## config.mk

```make
export PLATFORM = sky130hd
export DESIGN_NAME = query_string_field_decoder
export DESIGN_NICKNAME = d
export VERILOG_FILES = /design/src/rtl/qsfd_pkg.sv /design/src/rtl/query_string_field_decoder.sv
export SDC_FILE = /design/constraint.sdc
export NUM_CORES = 1
export LEC_CHECK = 0
export BUFFER_PORTS_ARGS = -buffer_cell sky130_fd_sc_hd__clkbuf_2
export CAP_MARGIN = 10
export CORE_UTILIZATION = 62
export DETAILED_ROUTE_END_ITERATION = 10
export GPL_TIMING_DRIVEN = 0
export PLACE_DENSITY = 0.85
export SLEW_MARGIN = 20
export SYNTH_ARGS = -nofsm -noshare
export SYNTH_HDL_FRONTEND = slang
export SYNTH_SLANG_ARGS = --single-unit
```

## constraint.sdc

```tcl
create_clock -name clk -period 8.1 [get_ports clk]
set_input_delay 1.62 -clock clk [delete_from_list [all_inputs] [get_ports clk]]
set_output_delay 1.62 -clock clk [all_outputs]
set_load 0.1 [all_outputs]
```

## src/rtl/qsfd_pkg.sv

```systemverilog
`timescale 1ns / 1ps
// qsfd_pkg: shared types, codes and the escape digit function for the
// query string field decoder; no dependencies

package qsfd_pkg;

  localparam logic [7:0] CHAR_PCT   = 8'h25;
  localparam logic [7:0] CHAR_PLUS  = 8'h2B;
  localparam logic [7:0] CHAR_SPACE = 8'h20;
  localparam logic [7:0] CHAR_AMP   = 8'h26;
  localparam logic [7:0] CHAR_SEMI  = 8'h3B;
  localparam logic [7:0] CHAR_UPA   = 8'h41;
  localparam logic [7:0] CHAR_ZERO  = 8'h30;
  localparam logic [7:0] CASE_MASK  = 8'hDF;
  localparam logic [7:0] LETTER_OFS = 8'd10;

  typedef enum logic {
    IK_BYTE = 1'b0,
    IK_END  = 1'b1
  } in_kind_t;

  typedef enum logic {
    RK_DATA = 1'b0,
    RK_END  = 1'b1
  } res_kind_t;

  typedef enum logic [1:0] {
    PH_COPY = 2'd0,
    PH_PCT  = 2'd1,
    PH_HIGH = 2'd2,
    PH_MUTE = 2'd3
  } phase_t;

  typedef struct packed {
    in_kind_t   item_kind;
    logic [7:0] raw_byte;
  } in_word_t;

  typedef struct packed {
    res_kind_t  result_kind;
    logic [7:0] data_byte;
  } out_word_t;

  // hex digit value, unchecked, mod 256
  function automatic logic [7:0] digit_value(input logic [7:0] c);
    logic [7:0] v;
    if (c >= CHAR_UPA) begin
      v = (c & CASE_MASK) - CHAR_UPA + LETTER_OFS;
    end else begin
      v = c - CHAR_ZERO;
    end
    return v;
  endfunction

endpackage

```

## src/rtl/query_string_field_decoder.sv

```systemverilog
`timescale 1ns / 1ps
// query_string_field_decoder: percent decoding and field splitting of a
// query string, one word per cycle when not stalled; depends on qsfd_pkg
//
// Usage:
//   in channel  (in_valid, in_stall, in_word): one raw query byte per word,
//     or an end-of-string word (item_kind = IK_END).
//   out channel (out_valid, out_stall, out_word): decoded data bytes and one
//     end-of-field word after every field that held raw bytes.
//   Each input word gives zero or one output word.
//   A word accepted into the input register is decoded into the output
//   register as soon as that register can advance, and then shows on out_word.
//   Throughput: one word per cycle when not stalled; the decode step is a
//   single pass of small logic between the input and output registers.
//   When the receiver stalls, the output register holds its word and the
//   input register holds one more word; in_stall rises only when both are
//   full and out_stall is high.
//   Reset (rst_n low, synchronous) empties both registers and returns the
//   decoder to plain copying with no open field.

module query_string_field_decoder
  import qsfd_pkg::*;
(
  input  logic      clk,
  input  logic      rst_n,
  input  logic      in_valid,
  output logic      in_stall,
  input  in_word_t  in_word,
  output logic      out_valid,
  input  logic      out_stall,
  output out_word_t out_word
);

  logic       in_valid_r;
  in_word_t   in_word_r;
  logic       out_valid_r, out_valid_nxt;
  out_word_t  out_word_r, out_word_nxt;
  phase_t     phase_r, phase_nxt;
  logic [7:0] high_r, high_nxt;
  logic       has_raw_r, has_raw_nxt;

  logic       advance;
  logic       proc;
  logic       is_end;
  logic [7:0] chr;
  logic [7:0] esc_val;
  logic       emit;
  logic [7:0] emit_byte;

  assign advance  = !(out_valid_r && out_stall);
  assign proc     = in_valid_r && advance;
  assign in_stall = in_valid_r && !advance;

  always_ff @(posedge clk) begin
    if (!rst_n) begin
      in_valid_r <= 1'b0;
    end else if (!in_stall) begin
      in_valid_r <= in_valid;
    end
  end

  always_ff @(posedge clk) begin
    if (in_valid && !in_stall) begin
      in_word_r <= in_word;
    end
  end

  always_comb begin
    is_end    = (in_word_r.item_kind == IK_END) || (in_word_r.raw_byte == CHAR_AMP) ||
                (in_word_r.raw_byte == CHAR_SEMI);
    chr       = (in_word_r.raw_byte == CHAR_PLUS) ? CHAR_SPACE : in_word_r.raw_byte;
    esc_val   = {high_r[3:0], 4'b0000} + digit_value(chr);
    phase_nxt = phase_r;
    high_nxt  = high_r;
    has_raw_nxt = has_raw_r;
    emit      = 1'b0;
    emit_byte = chr;
    out_valid_nxt = out_valid_r && out_stall;
    out_word_nxt  = out_word_r;

    if (proc) begin
      if (is_end) begin
        phase_nxt   = PH_COPY;
        high_nxt    = '0;
        has_raw_nxt = 1'b0;
      end else begin
        has_raw_nxt = 1'b1;
        case (phase_r)
          PH_COPY: begin
            if (chr == CHAR_PCT) begin
              phase_nxt = PH_PCT;
            end else begin
              emit      = 1'b1;
              emit_byte = chr;
            end
          end
          PH_PCT: begin
            high_nxt  = digit_value(chr);
            phase_nxt = PH_HIGH;
          end
          PH_HIGH: begin
            high_nxt  = '0;
            phase_nxt = PH_COPY;
            emit      = 1'b1;
            emit_byte = esc_val;
          end
          default: begin
          end
        endcase
        // decoded zero byte mutes the rest of the field
        if (emit && emit_byte == 8'h00) begin
          emit      = 1'b0;
          phase_nxt = PH_MUTE;
        end
      end

      if (is_end) begin
        out_valid_nxt = has_raw_r;
        out_word_nxt.result_kind = RK_END;
        out_word_nxt.data_byte   = '0;
      end else begin
        out_valid_nxt = emit;
        out_word_nxt.result_kind = RK_DATA;
        out_word_nxt.data_byte   = emit_byte;
      end
    end
  end

  always_ff @(posedge clk) begin
    if (!rst_n) begin
      out_valid_r <= 1'b0;
      phase_r     <= PH_COPY;
      high_r      <= '0;
      has_raw_r   <= 1'b0;
    end else begin
      out_valid_r <= out_valid_nxt;
      phase_r     <= phase_nxt;
      high_r      <= high_nxt;
      has_raw_r   <= has_raw_nxt;
    end
  end

  always_ff @(posedge clk) begin
    out_word_r <= out_word_nxt;
  end

  assign out_valid = out_valid_r;
  assign out_word  = out_word_r;

  a_end_zero: assert property (@(posedge clk) disable iff (!rst_n)
    out_valid_r && out_word_r.result_kind == RK_END |-> out_word_r.data_byte == 8'h00)
    else $error("end-of-field word carries nonzero data");

  a_data_nonzero: assert property (@(posedge clk) disable iff (!rst_n)
    out_valid_r && out_word_r.result_kind == RK_DATA |-> out_word_r.data_byte != 8'h00)
    else $error("decoded zero byte emitted");

  a_end_clears: assert property (@(posedge clk) disable iff (!rst_n)
    proc && is_end |=> phase_r == PH_COPY && !has_raw_r && high_r == 8'h00)
    else $error("field end did not clear decoder state");

  a_escape_open: assert property (@(posedge clk) disable iff (!rst_n)
    phase_r != PH_COPY |-> has_raw_r)
    else $error("escape phase active with no open field");

  a_hold_on_stall: assert property (@(posedge clk) disable iff (!rst_n)
    in_stall |=> in_valid_r && $stable(phase_r) && $stable(has_raw_r))
    else $error("decoder advanced while output blocked");

endmodule

```

==> results of run 1 <==
[critical path, delay by kind of cell (launching register included)]
kind	cells	cell delay (ns)
and+or+nand+nor	8	2.11
AOI/OAI and AO/OA	4	0.66
adders and majority gates	2	0.55
DFF	1	0.54
buffers and inverters	2	0.52
xor gates and xnor gates	1	0.13
[cell type report]
| cell class | instances | area share [%] |
|---|---|---|
| clock inverter | 1 | 0.250 |
| sequential | 27 | 36.0 |
| tap | 31 | 1.94 |
| clock buffer | 3 | 1.12 |
| timing repair buffer | 23 | 5.74 |
| inverter | 12 | 2.25 |
| multi-input combinational | 144 | 51.1 |
| buffer | 6 | 1.62 |
[cells by family after synthesis]
kind of cell             Yosys count  synth area share, %
AND/OR/NAND/NOR                   71                 19.4
AO/OA/AOI/OAI                     44                 18.5
flip-flops                        27                 39.5
adder cells (fa/ha/maj)           19                 13.5
buffers and inverters             18                 4.26
XOR/XNOR                           9                 4.32
multiplexers                       1                0.549
[synth_stat cells (2+ instances only)]
| library cell | n | area, um^2 |
|---|---|---|
| dfxtp_1 | 9 | 180 |
| edfxtp_1 | 18 | 541 |
| and3_1 | 3 | 18.8 |
| nand2_1 | 17 | 63.8 |
| o2bb2ai_1 | 2 | 17.5 |
| o21a_1 | 2 | 15.0 |
| xor2_1 | 2 | 17.5 |
| a21oi_2 | 2 | 17.5 |
| clkbuf_1 | 2 | 7.51 |
| buf_4 | 2 | 15.0 |
| a21oi_1 | 7 | 35.0 |
| a31oi_1 | 4 | 25.0 |
| nand4_1 | 2 | 12.5 |
| buf_2 | 2 | 10.0 |
| inv_1 | 10 | 37.5 |
| xnor2_1 | 7 | 61.3 |
| nor2b_1 | 3 | 18.8 |
| nor3_1 | 5 | 25.0 |
| ha_1 | 18 | 225 |
| nand3_1 | 10 | 50.1 |
| a21o_1 | 3 | 22.5 |
| nor2_1 | 23 | 86.3 |
| o21ai_1 | 3 | 15.0 |
| a22oi_1 | 5 | 37.5 |
| o31ai_1 | 3 | 22.5 |
| o21ai_0 | 3 | 15.0 |
[metal layers]
| layer | track usage (%) | up-vias |
|---|---|---|
| met2 | 45.9 | 63 |
| met1 | 30.8 | 690 |
| met4 | 11.5 | 0 |
| met3 | 3.49 | 18 |
| met5 | 0 | - |
| li1 | - | 742 |
[flip-flops by register name (all words and copies together) (netlist names)]
register and cells:
out_valid 1, phase_r 2, in_valid_r 1, has_raw_r 1, in_word_r 9, high_r 4
out_word 9
[path summary, 6_finish.rpt]
path,startpoint,endpoint,slack (ns),depth (start not counted)
setup reg to reg,in_word_r[4],phase_r[0],3.48,17
hold reg to reg,has_raw_r,has_raw_r,0.52,2
setup / recovery,in_word_r[4],phase_r[0],3.48,17
hold / removal,has_raw_r,has_raw_r,0.52,2
[power breakdown]
group	leakage (nW)	total (W)	switching (W)	internal (W)
Clock	0.0177	0.0000594	0.0000409	0.0000186
Combinational	0.574	0.0000649	0.0000459	0.0000190
Sequential	0.247	0.000159	0.00000512	0.000154
Total	0.839	0.000283	0.0000919	0.000191
[metrics by stage]
step	hold slack (ns)	power [W]	utilization, %
5_1_grt	0.567	0.000293	72.1
4_1_cts	0.527	0.000282	72.1
2_1_floorplan	0.457	0.000211	-
6_report	0.520	0.000283	72.1
3_5_place_dp	0.495	0.000226	71.1
3_3_place_gp	0.482	0.000224	71.1
==> impl_metrics.json, run 1 <==
{
  "power_leakage_nw": 0.839,
  "rows": 19,
  "cts_buffers": 3,
  "slew_headroom_pct": 54.9,
  "worst_slack_ns": 3.48,
  "die-area_mm2": 0.00316,
  "criticalPathCategory": "register to register",
  "antenna_left": 0,
  "wire_per_inst_um": 15.5,
  "synthCells": 189,
  "drt_first_pass_iters": 5,
  "crit_fanout": 10,
  "top_layer": "met4",
  "dr_wl_met2_um": 1880,
  "max-cap-violations": 0,
  "die_x_um": 56.2,
  "netlist_area_mm2": 0.00182,
  "power_density_mw_per_mm2": 141,
  "fin_area_mm2": 0.00200,
  "synth_warnings": 0,
  "ir_drop_mv": 0.113,
  "grt_pass1_wl_um": 6250,
  "route.detailed.drc": 0,
  "final_cells": 247,
  "antenna_found_initial": 0,
  "slowest_delay_ns": 0.58,
  "fin_nets": 249,
  "clock_latency_ns": 0.33,
  "multiInputGateArea_mm2": 0.00102,
  "final_cell_mix": "23 x nor2_1, 23 x clkbuf_2, 18 x ha_1, 18 x edfxtp_1, 17 x nand2_1",
  "clock_skew_ns": 0.00334,
  "finalWeightedCongestion": 0.875,
  "cts_tree": "done",
  "fill_cells": 218,
  "cts.sinks": 27,
  "overflow": 0,
  "fmax_ghz": 0.216,
  "arrival_ns": 4.85,
  "pre_cts_ws_ns": 3.59,
  "ys_async_sr_fraction_pct": 0,
  "fin_crit_sh_pct": 57.1,
  "port-buffer-count": 23,
  "report.final.slew_viol_count": 0,
  "clkTransAtPathRegs_ns": 0.14,
  "start_util_pct": 65.5,
  "areaGrowthSynthToFinish_pct": 9.95,
  "grt_max_degree": 16,
  "synth_edf_count": 18,
  "rsz0062_at_grt": "no",
  "dp_hpwl_um": 2970,
  "synthesis.nets": 221,
  "vias": 1513,
  "antenna_cells": 0,
  "drt-met1-wl_um": 1520,
  "dp.cells": 243,
  "first_global_vias": 1389,
  "start_kind": "register",
  "setup_viol_count_final": 0,
  "cts-root-buf": "clkbuf_4",
  "place_area_mm2": 0.00198,
  "io_pins": 24,
  "cts_resized": 0,
  "route.met3.wl_um": 261,
  "postCtsHoldBufs": 0,
  "hp-class": "register to register",
  "cpMaxStageDelayCell": "or4b_4",
  "hold_viol_final": 0,
  "fin_tns_setup_ns": 0,
  "htree_num_levels": 1,
  "ys.flop_type": "edfxtp_1",
  "die_y_um": 56.2,
  "post-cts-setup-buffer-count": 0,
  "crit_chain": "inv_1 -> ha_1 -> nand2_1 -> a2bb2oi_2 -> nor3_1 -> buf_2 -> nand2_1 -> xnor2_1 -> ha_1 -> and3_1 -> or3_4 -> and4_1 -> o211ai_2 -> nand3_1 -> or4b_4 -> a21oi_2 -> o32ai_1",
  "layout-drive-gt1-share_pct": 19.0,
  "grtUsageTotal_pct": 25.8,
  "core_mm2": 0.00278,
  "drtIter0Drc": 77,
  "synth_seq_cells": 27,
  "clock_path_buffers": 2,
  "ys_types": 48,
  "status": "finished clean",
  "syn_area_per_cell_um2": 9.65,
  "required_ns": 8.33,
  "viasPerCell": 6.13,
  "period_minus_slack_ns": 4.62,
  "worst_setup_path_end_kind": "register",
  "worstMarginPinSlew_ns": 0.675,
  "seq_area_um2": 721,
  "ys_seq_area_share_pct": 39.5,
  "wl_um": 3830
}
Note: power is estimated with default switching activity, not from simulation.
==> inputs of run 2 (changes only) <==
--- a/config.mk
+++ b/config.mk
@@ -5,12 +5,13 @@
 export SDC_FILE = /design/constraint.sdc
 export NUM_CORES = 1
 export LEC_CHECK = 0
+export ABC_AREA = 1
 export BUFFER_PORTS_ARGS = -buffer_cell sky130_fd_sc_hd__clkbuf_2
 export CAP_MARGIN = 10
-export CORE_UTILIZATION = 62
+export CORE_UTILIZATION = 52
 export DETAILED_ROUTE_END_ITERATION = 10
 export GPL_TIMING_DRIVEN = 0
-export PLACE_DENSITY = 0.85
+export PLACE_DENSITY = 0.76
 export SLEW_MARGIN = 20
 export SYNTH_ARGS = -nofsm -noshare
 export SYNTH_HDL_FRONTEND = slang
==> constraint.sdc (replaced) <==
create_clock -name clk -period 3.9 [get_ports clk]
set_input_delay 0.78 -clock clk [delete_from_list [all_inputs] [get_ports clk]]
set_output_delay 0.78 -clock clk [all_outputs]
set_load 0.1 [all_outputs]
==> impl_metrics.json, run 2 <==
{
  "final_cell_mix": "53 x nand2_1, 32 x inv_1, 23 x clkbuf_2",
  "drtIter0Drc": 72,
  "areaGrowthSynthToFinish_pct": 14.7,
  "hp-class": "register to register",
  "start_util_pct": 54.7,
  "ys_types": 29,
  "crit_fanout": 9,
  "antenna_cells": 0,
  "layout_commonest_cell": "nand2_1",
  "clock_latency_ns": 0.32,
  "clkTransAtPathRegs_ns": 0.12,
  "fin_nets": 291,
  "cts_buffers": 3,
  "synth_warnings": 0,
  "p_switching_w": 0.000184,
  "overflow": 0,
  "swShare_pct": 31.4,
  "period_minus_slack_ns": 3.66,
  "io_pins": 24,
  "status": "finished clean",
  "synth_area_leaders": "edfxtp_1 30%, ha_1 12%, nand2_1 11%",
  "slowest_delay_ns": 0.41,
  "pwr-share-comb_pct": 24.2,
  "cts-root-buf": "clkbuf_4",
  "worstMarginPinSlew_ns": 0.894,
  "die_x_um": 61.2,
  "required_ns": 4.11,
  "grt_max_degree": 15,
  "synthCells": 223,
  "drt_first_pass_iters": 4,
  "synth_top_area_share_pct": 29.6,
  "slew_headroom_pct": 40.1,
  "report.final.slew_viol_count": 0,
  "die_y_um": 61.2,
  "synth_edf_count": 18,
  "finalWeightedCongestion": 0.873,
  "clock_skew_ns": 0.0138,
  "cts_tree": "done",
  "cp_common_cell": "nand2_1",
  "first_global_vias": 1196,
  "wl_um": 3410,
  "viasPerCell": 4.95,
  "antenna_left": 0,
  "core_mm2": 0.00334,
  "ys.flop_type": "edfxtp_1",
  "rows": 21,
  "synth_seq_cells": 27,
  "netlist_area_mm2": 0.00182,
  "ir_drop_mv": 0.211,
  "cts.sinks": 27,
  "layout-drive-gt1-share_pct": 22.1,
  "power_leakage_nw": 1.02,
  "power_density_mw_per_mm2": 279,
  "fill_cells": 321,
  "setup_viol_count_final": 0,
  "fin_crit_sh_pct": 93.9,
  "wire_per_inst_um": 11.2,
  "p_seq_share_pct": 56.0,
  "cpMaxStageDelayCell": "edfxtp_1",
  "start_kind": "register",
  "yosysMostFrequentCell": "nand2_1",
  "die-area_mm2": 0.00375,
  "antenna_found_initial": 0,
  "hold_viol_final": 0,
  "worst_setup_path_end_kind": "register",
  "place_area_mm2": 0.00200,
  "syn_area_per_cell_um2": 8.18,
  "power.internal_w": 0.000401,
  "route.detailed.drc": 0,
  "arrival_ns": 3.87,
  "synthesis.nets": 255,
  "htree_num_levels": 1,
  "port-buffer-count": 23,
  "grtUsageTotal_pct": 18.3,
  "postCtsHoldBufs": 0,
  "dp_hpwl_um": 2550,
  "power.total_w": 0.000584,
  "vias": 1505,
  "synth_top_cell_by_area": "edfxtp_1",
  "ys_async_sr_fraction_pct": 0,
  "clock_path_buffers": 2,
  "fin_area_mm2": 0.00209,
  "grt_pass1_wl_um": 5010,
  "max-cap-violations": 0,
  "fmax_ghz": 0.273,
  "ys_seq_area_share_pct": 39.5,
  "criticalPathCategory": "register to register",
  "synth_common_cells": "53 x nand2_1, 33 x inv_1, 21 x nand3_1",
  "pwr-share-clk_pct": 19.8
}
==> run 2: cell types whose count changed in the layout (fill, tap and decap cells not counted), moves of 4 or more <==
cell / delta
a21oi_1: +8
a22oi_1: -5
nand3_1: +11
buf_4: +6
nand2_1: +36
inv_1: +22
xnor2_1: -7
nor2_1: -10
nand2_2: +6
a31oi_1: -4
==> run 2: critical path: cells and delay by family (launching register included) <==
| kind | cells | cell delay, ns |
|---|---|---|
| flip-flops | 1 | 0.41 |
| XOR/XNOR | 2 | 0.30 |
| AND/OR/NAND/NOR | 13 | 1.43 |
| adder cells (fa/ha/maj) | 3 | 0.78 |
| buffers and inverters | 4 | 0.33 |
| AO/OA/AOI/OAI | 3 | 0.30 |
==> run 2: routing by layer <==
layer / GRT usage (%) / share of wire (%)
met3: 4.62 / 4.7
met2: 29.5 / 49
met4: 5.84 / 2.2
met1: 24.0 / 44
met5: 0 / 0
==> run 2: final timing paths <==
kind	start	endpoint	slack (ns)	cells after the start
worst max-delay path	in_word_r[7]	phase_r[1]	0.24	25
worst min-delay path	has_raw_r	has_raw_r	0.48	2
worst max register to register	in_word_r[7]	phase_r[1]	0.24	25
worst min register to register	has_raw_r	has_raw_r	0.48	2
==> run 2: logic make-up after synthesis <==
| family | share of synthesized area [%] |
|---|---|
| buffers and inverters | 8.02 |
| DFF | 39.5 |
| adders and majority gates | 13.4 |
| AOI/OAI and AO/OA | 7.48 |
| xor gates and xnor gates | 1.92 |
| and+or+nand+nor | 29.6 |
==> run 2: through the flow <==
step / hold WS (ns) / setup slack [ns] / cells / setup TNS, ns / util [%]
after global placement: 0.453 / 0.167 / 292 / 0 / 59.8
final: 0.475 / 0.237 / 304 / 0 / 62.7
after floorplan: 0.439 / 0.554 / 223 / 0 / -
after CTS: 0.478 / 0.0573 / 296 / 0 / 60.6
after global routing: 0.507 / -0.0304 / 304 / -0.0500 / 62.7
after detailed placement: 0.459 / 0.0731 / 292 / 0 / 59.8
==> run 2: timing repair <==
| item | 4_1_cts | 5_1_grt |
|---|---|---|
| resized for setup | 0 | 4 |
| setup endpoints to repair | 0 | 3 |
| setup buffers | 0 | 8 |
==> run 2: area by class of cell <==
| cell class | count | area [um^2] | share of cell area (%) |
|---|---|---|---|
| multi-input cells | 158 | 966 | 46.2 |
| flip-flops and latches | 27 | 721 | 34.4 |
| repair buffers | 31 | 175 | 8.37 |
| inverters | 36 | 138 | 6.58 |
| well taps | 46 | 57.6 | 2.75 |
| clock buffers | 4 | 26.3 | 1.26 |
| plain buffers | 2 | 8.76 | 0.419 |
==> run 2: power by group through the flow <==
stage	logic, W	registers, W	clock network (W)
floorplan	0.0000716	0.000369	0
global placement	0.000131	0.000334	0
detailed placement	0.000132	0.000334	0
CTS	0.000133	0.000328	0.000118
global route	0.000155	0.000329	0.000132
finish	0.000142	0.000327	0.000115
==> inputs of run 3 (changes only) <==
--- a/config.mk
+++ b/config.mk
@@ -8,10 +8,11 @@
 export ABC_AREA = 1
 export BUFFER_PORTS_ARGS = -buffer_cell sky130_fd_sc_hd__clkbuf_2
 export CAP_MARGIN = 10
-export CORE_UTILIZATION = 52
+export CORE_ASPECT_RATIO = 0.8
+export CORE_UTILIZATION = 57
 export DETAILED_ROUTE_END_ITERATION = 10
 export GPL_TIMING_DRIVEN = 0
-export PLACE_DENSITY = 0.76
+export PLACE_DENSITY = 0.79
 export SLEW_MARGIN = 20
 export SYNTH_ARGS = -nofsm -noshare
 export SYNTH_HDL_FRONTEND = slang
==> constraint.sdc (replaced) <==
create_clock -name clk -period 3.95 [get_ports clk]
set_input_delay 0.79 -clock clk [delete_from_list [all_inputs] [get_ports clk]]
set_output_delay 0.79 -clock clk [all_outputs]
set_load 0.1 [all_outputs]
==> impl_metrics.json, run 3 (synthesis results as in run 2) <==
{
  "status": "finished clean",
  "cpMaxStageDelayCell": "edfxtp_1",
  "fin_crit_sh_pct": 92.3,
  "wire_per_inst_um": 11.5,
  "pwr-share-clk_pct": 24.5,
  "final_core_util_pct": 72.4,
  "grt_pass1_wl_um": 5690,
  "ir_drop_mv": 0.261,
  "hold_viol_final": 0,
  "power_leakage_nw": 1.02,
  "worstMarginPinSlew_ns": 0.853,
  "p_seq_share_pct": 52.6,
  "pwr-share-comb_pct": 22.9,
  "criticalPathCategory": "register to register",
  "cts_buffers": 3,
  "die_x_um": 65.3,
  "fmax_ghz": 0.274,
  "clock_skew_ns": 0.00334,
  "fin_nets": 290,
  "drtIter0Drc": 128,
  "antenna_cells": 0,
  "start_util_pct": 63.1,
  "max-cap-violations": 0,
  "die-area_mm2": 0.00343,
  "fin_area_mm2": 0.00209,
  "arrival_ns": 3.80,
  "core_mm2": 0.00289,
  "worst_slack_ns": 0.305,
  "slew_headroom_pct": 42.9,
  "hold_start": "has_raw_r",
  "dp_hpwl_um": 2620,
  "swShare_pct": 30.6,
  "io_pins": 24,
  "p_switching_w": 0.000188,
  "antenna_found_initial": 0,
  "postCtsHoldBufs": 0,
  "crit_fanout": 9,
  "layout-drive-gt1-share_pct": 22.6,
  "final_cell_mix": "53 x nand2_1, 31 x inv_1, 23 x clkbuf_2",
  "drt_first_pass_iters": 5,
  "slowest_delay_ns": 0.43,
  "power_density_mw_per_mm2": 293,
  "period_minus_slack_ns": 3.64,
  "rows": 17,
  "route.detailed.drc": 0,
  "overflow": 0,
  "hp-class": "register to register",
  "areaGrowthSynthToFinish_pct": 14.8,
  "cts.sinks": 27,
  "viasPerCell": 5.20,
  "start_kind": "register",
  "setup_viol_count_final": 0,
  "clkTransAtPathRegs_ns": 0.09,
  "htree_num_levels": 1,
  "power.total_w": 0.000614,
  "clock_path_buffers": 2,
  "cts-root-buf": "clkbuf_8",
  "place_area_mm2": 0.00199,
  "power.internal_w": 0.000426,
  "clock_latency_ns": 0.27,
  "port-buffer-count": 23,
  "startpoint": "in_word_r[4]",
  "cp_common_cell": "nand2_1",
  "timing.rr.start": "in_word_r[4]",
  "grt_max_degree": 16,
  "report.final.slew_viol_count": 0,
  "grtUsageTotal_pct": 21.9,
  "pre_cts_ws_ns": 0.178,
  "die_y_um": 52.6,
  "layout_commonest_cell": "nand2_1",
  "cts_tree": "done",
  "whs_ns": 0.476,
  "wl_um": 3400,
  "first_global_vias": 1369,
  "finalWeightedCongestion": 0.864,
  "worst_setup_path_end_kind": "register",
  "required_ns": 4.11,
  "vias": 1533,
  "antenna_left": 0
}
-- run 3: cell count changes in the layout (fill, tap and decap cells not counted), sizes merged --
cell | before | now
buf | 9 | 8
clkbuf | 28 | 27
clkinv | 2 | 3
-- run 3: worst max-delay path, delay by kind of cell, from the launching register on --
| kind | cells | cell delay (ns) |
|---|---|---|
| simple gates | 13 | 1.42 |
| fa+ha+maj | 3 | 0.74 |
| flops | 1 | 0.43 |
| buf+inv | 4 | 0.34 |
| compound gates | 3 | 0.31 |
| xor+xnor | 2 | 0.29 |
-- run 3: per-stage QoR --
step | setup TNS, ns | std cells
floorplan | 0 | 223
global placement | 0 | 284
detailed placement | 0 | 284
CTS | 0 | 288
global route | -0.114 | 295
finish | 0 | 295
-- run 3: what timing repair did --
action                     in CTS  in global routing
gates resized for setup         0                  4
setup endpoints to repair       0                  3
setup buffers                   0                  7
-- run 3: metal layers --
metal  GRT usage (%)  routed length [um]  vias to the layer above
met1            29.3                1630                      685
met5               0                   0                        -
met2            35.1                1510                       48
met3            5.43                 196                        7
li1                -                   -                      793
met4            6.16                  61                        0
-- run 3: path summary, 6_finish.rpt --
path	cells after the start	slack (ns)	to
hold / removal	2	0.48	has_raw_r
setup reg to reg	25	0.31	phase_r[0]
hold reg to reg	2	0.48	has_raw_r
setup / recovery	25	0.31	phase_r[0]
-- run 3: layout make-up --
cell class,count,area [um^2]
multi-input cells,158,966
fillers,229,798
flip-flops and latches,27,721
repair buffers,30,168
inverters,36,138
well taps,38,47.5
clock buffers,3,41.3
plain buffers,2,8.76
clock inverters,1,5.00
-- run 3: power groups by stage --
stage          Clock (W)  Combinational [W]  Sequential (W)
2_1_floorplan          0          0.0000707        0.000364
3_3_place_gp           0           0.000130        0.000330
3_5_place_dp           0           0.000132        0.000330
4_1_cts         0.000158           0.000133        0.000324
5_1_grt         0.000166           0.000155        0.000325
6_report        0.000151           0.000140        0.000323
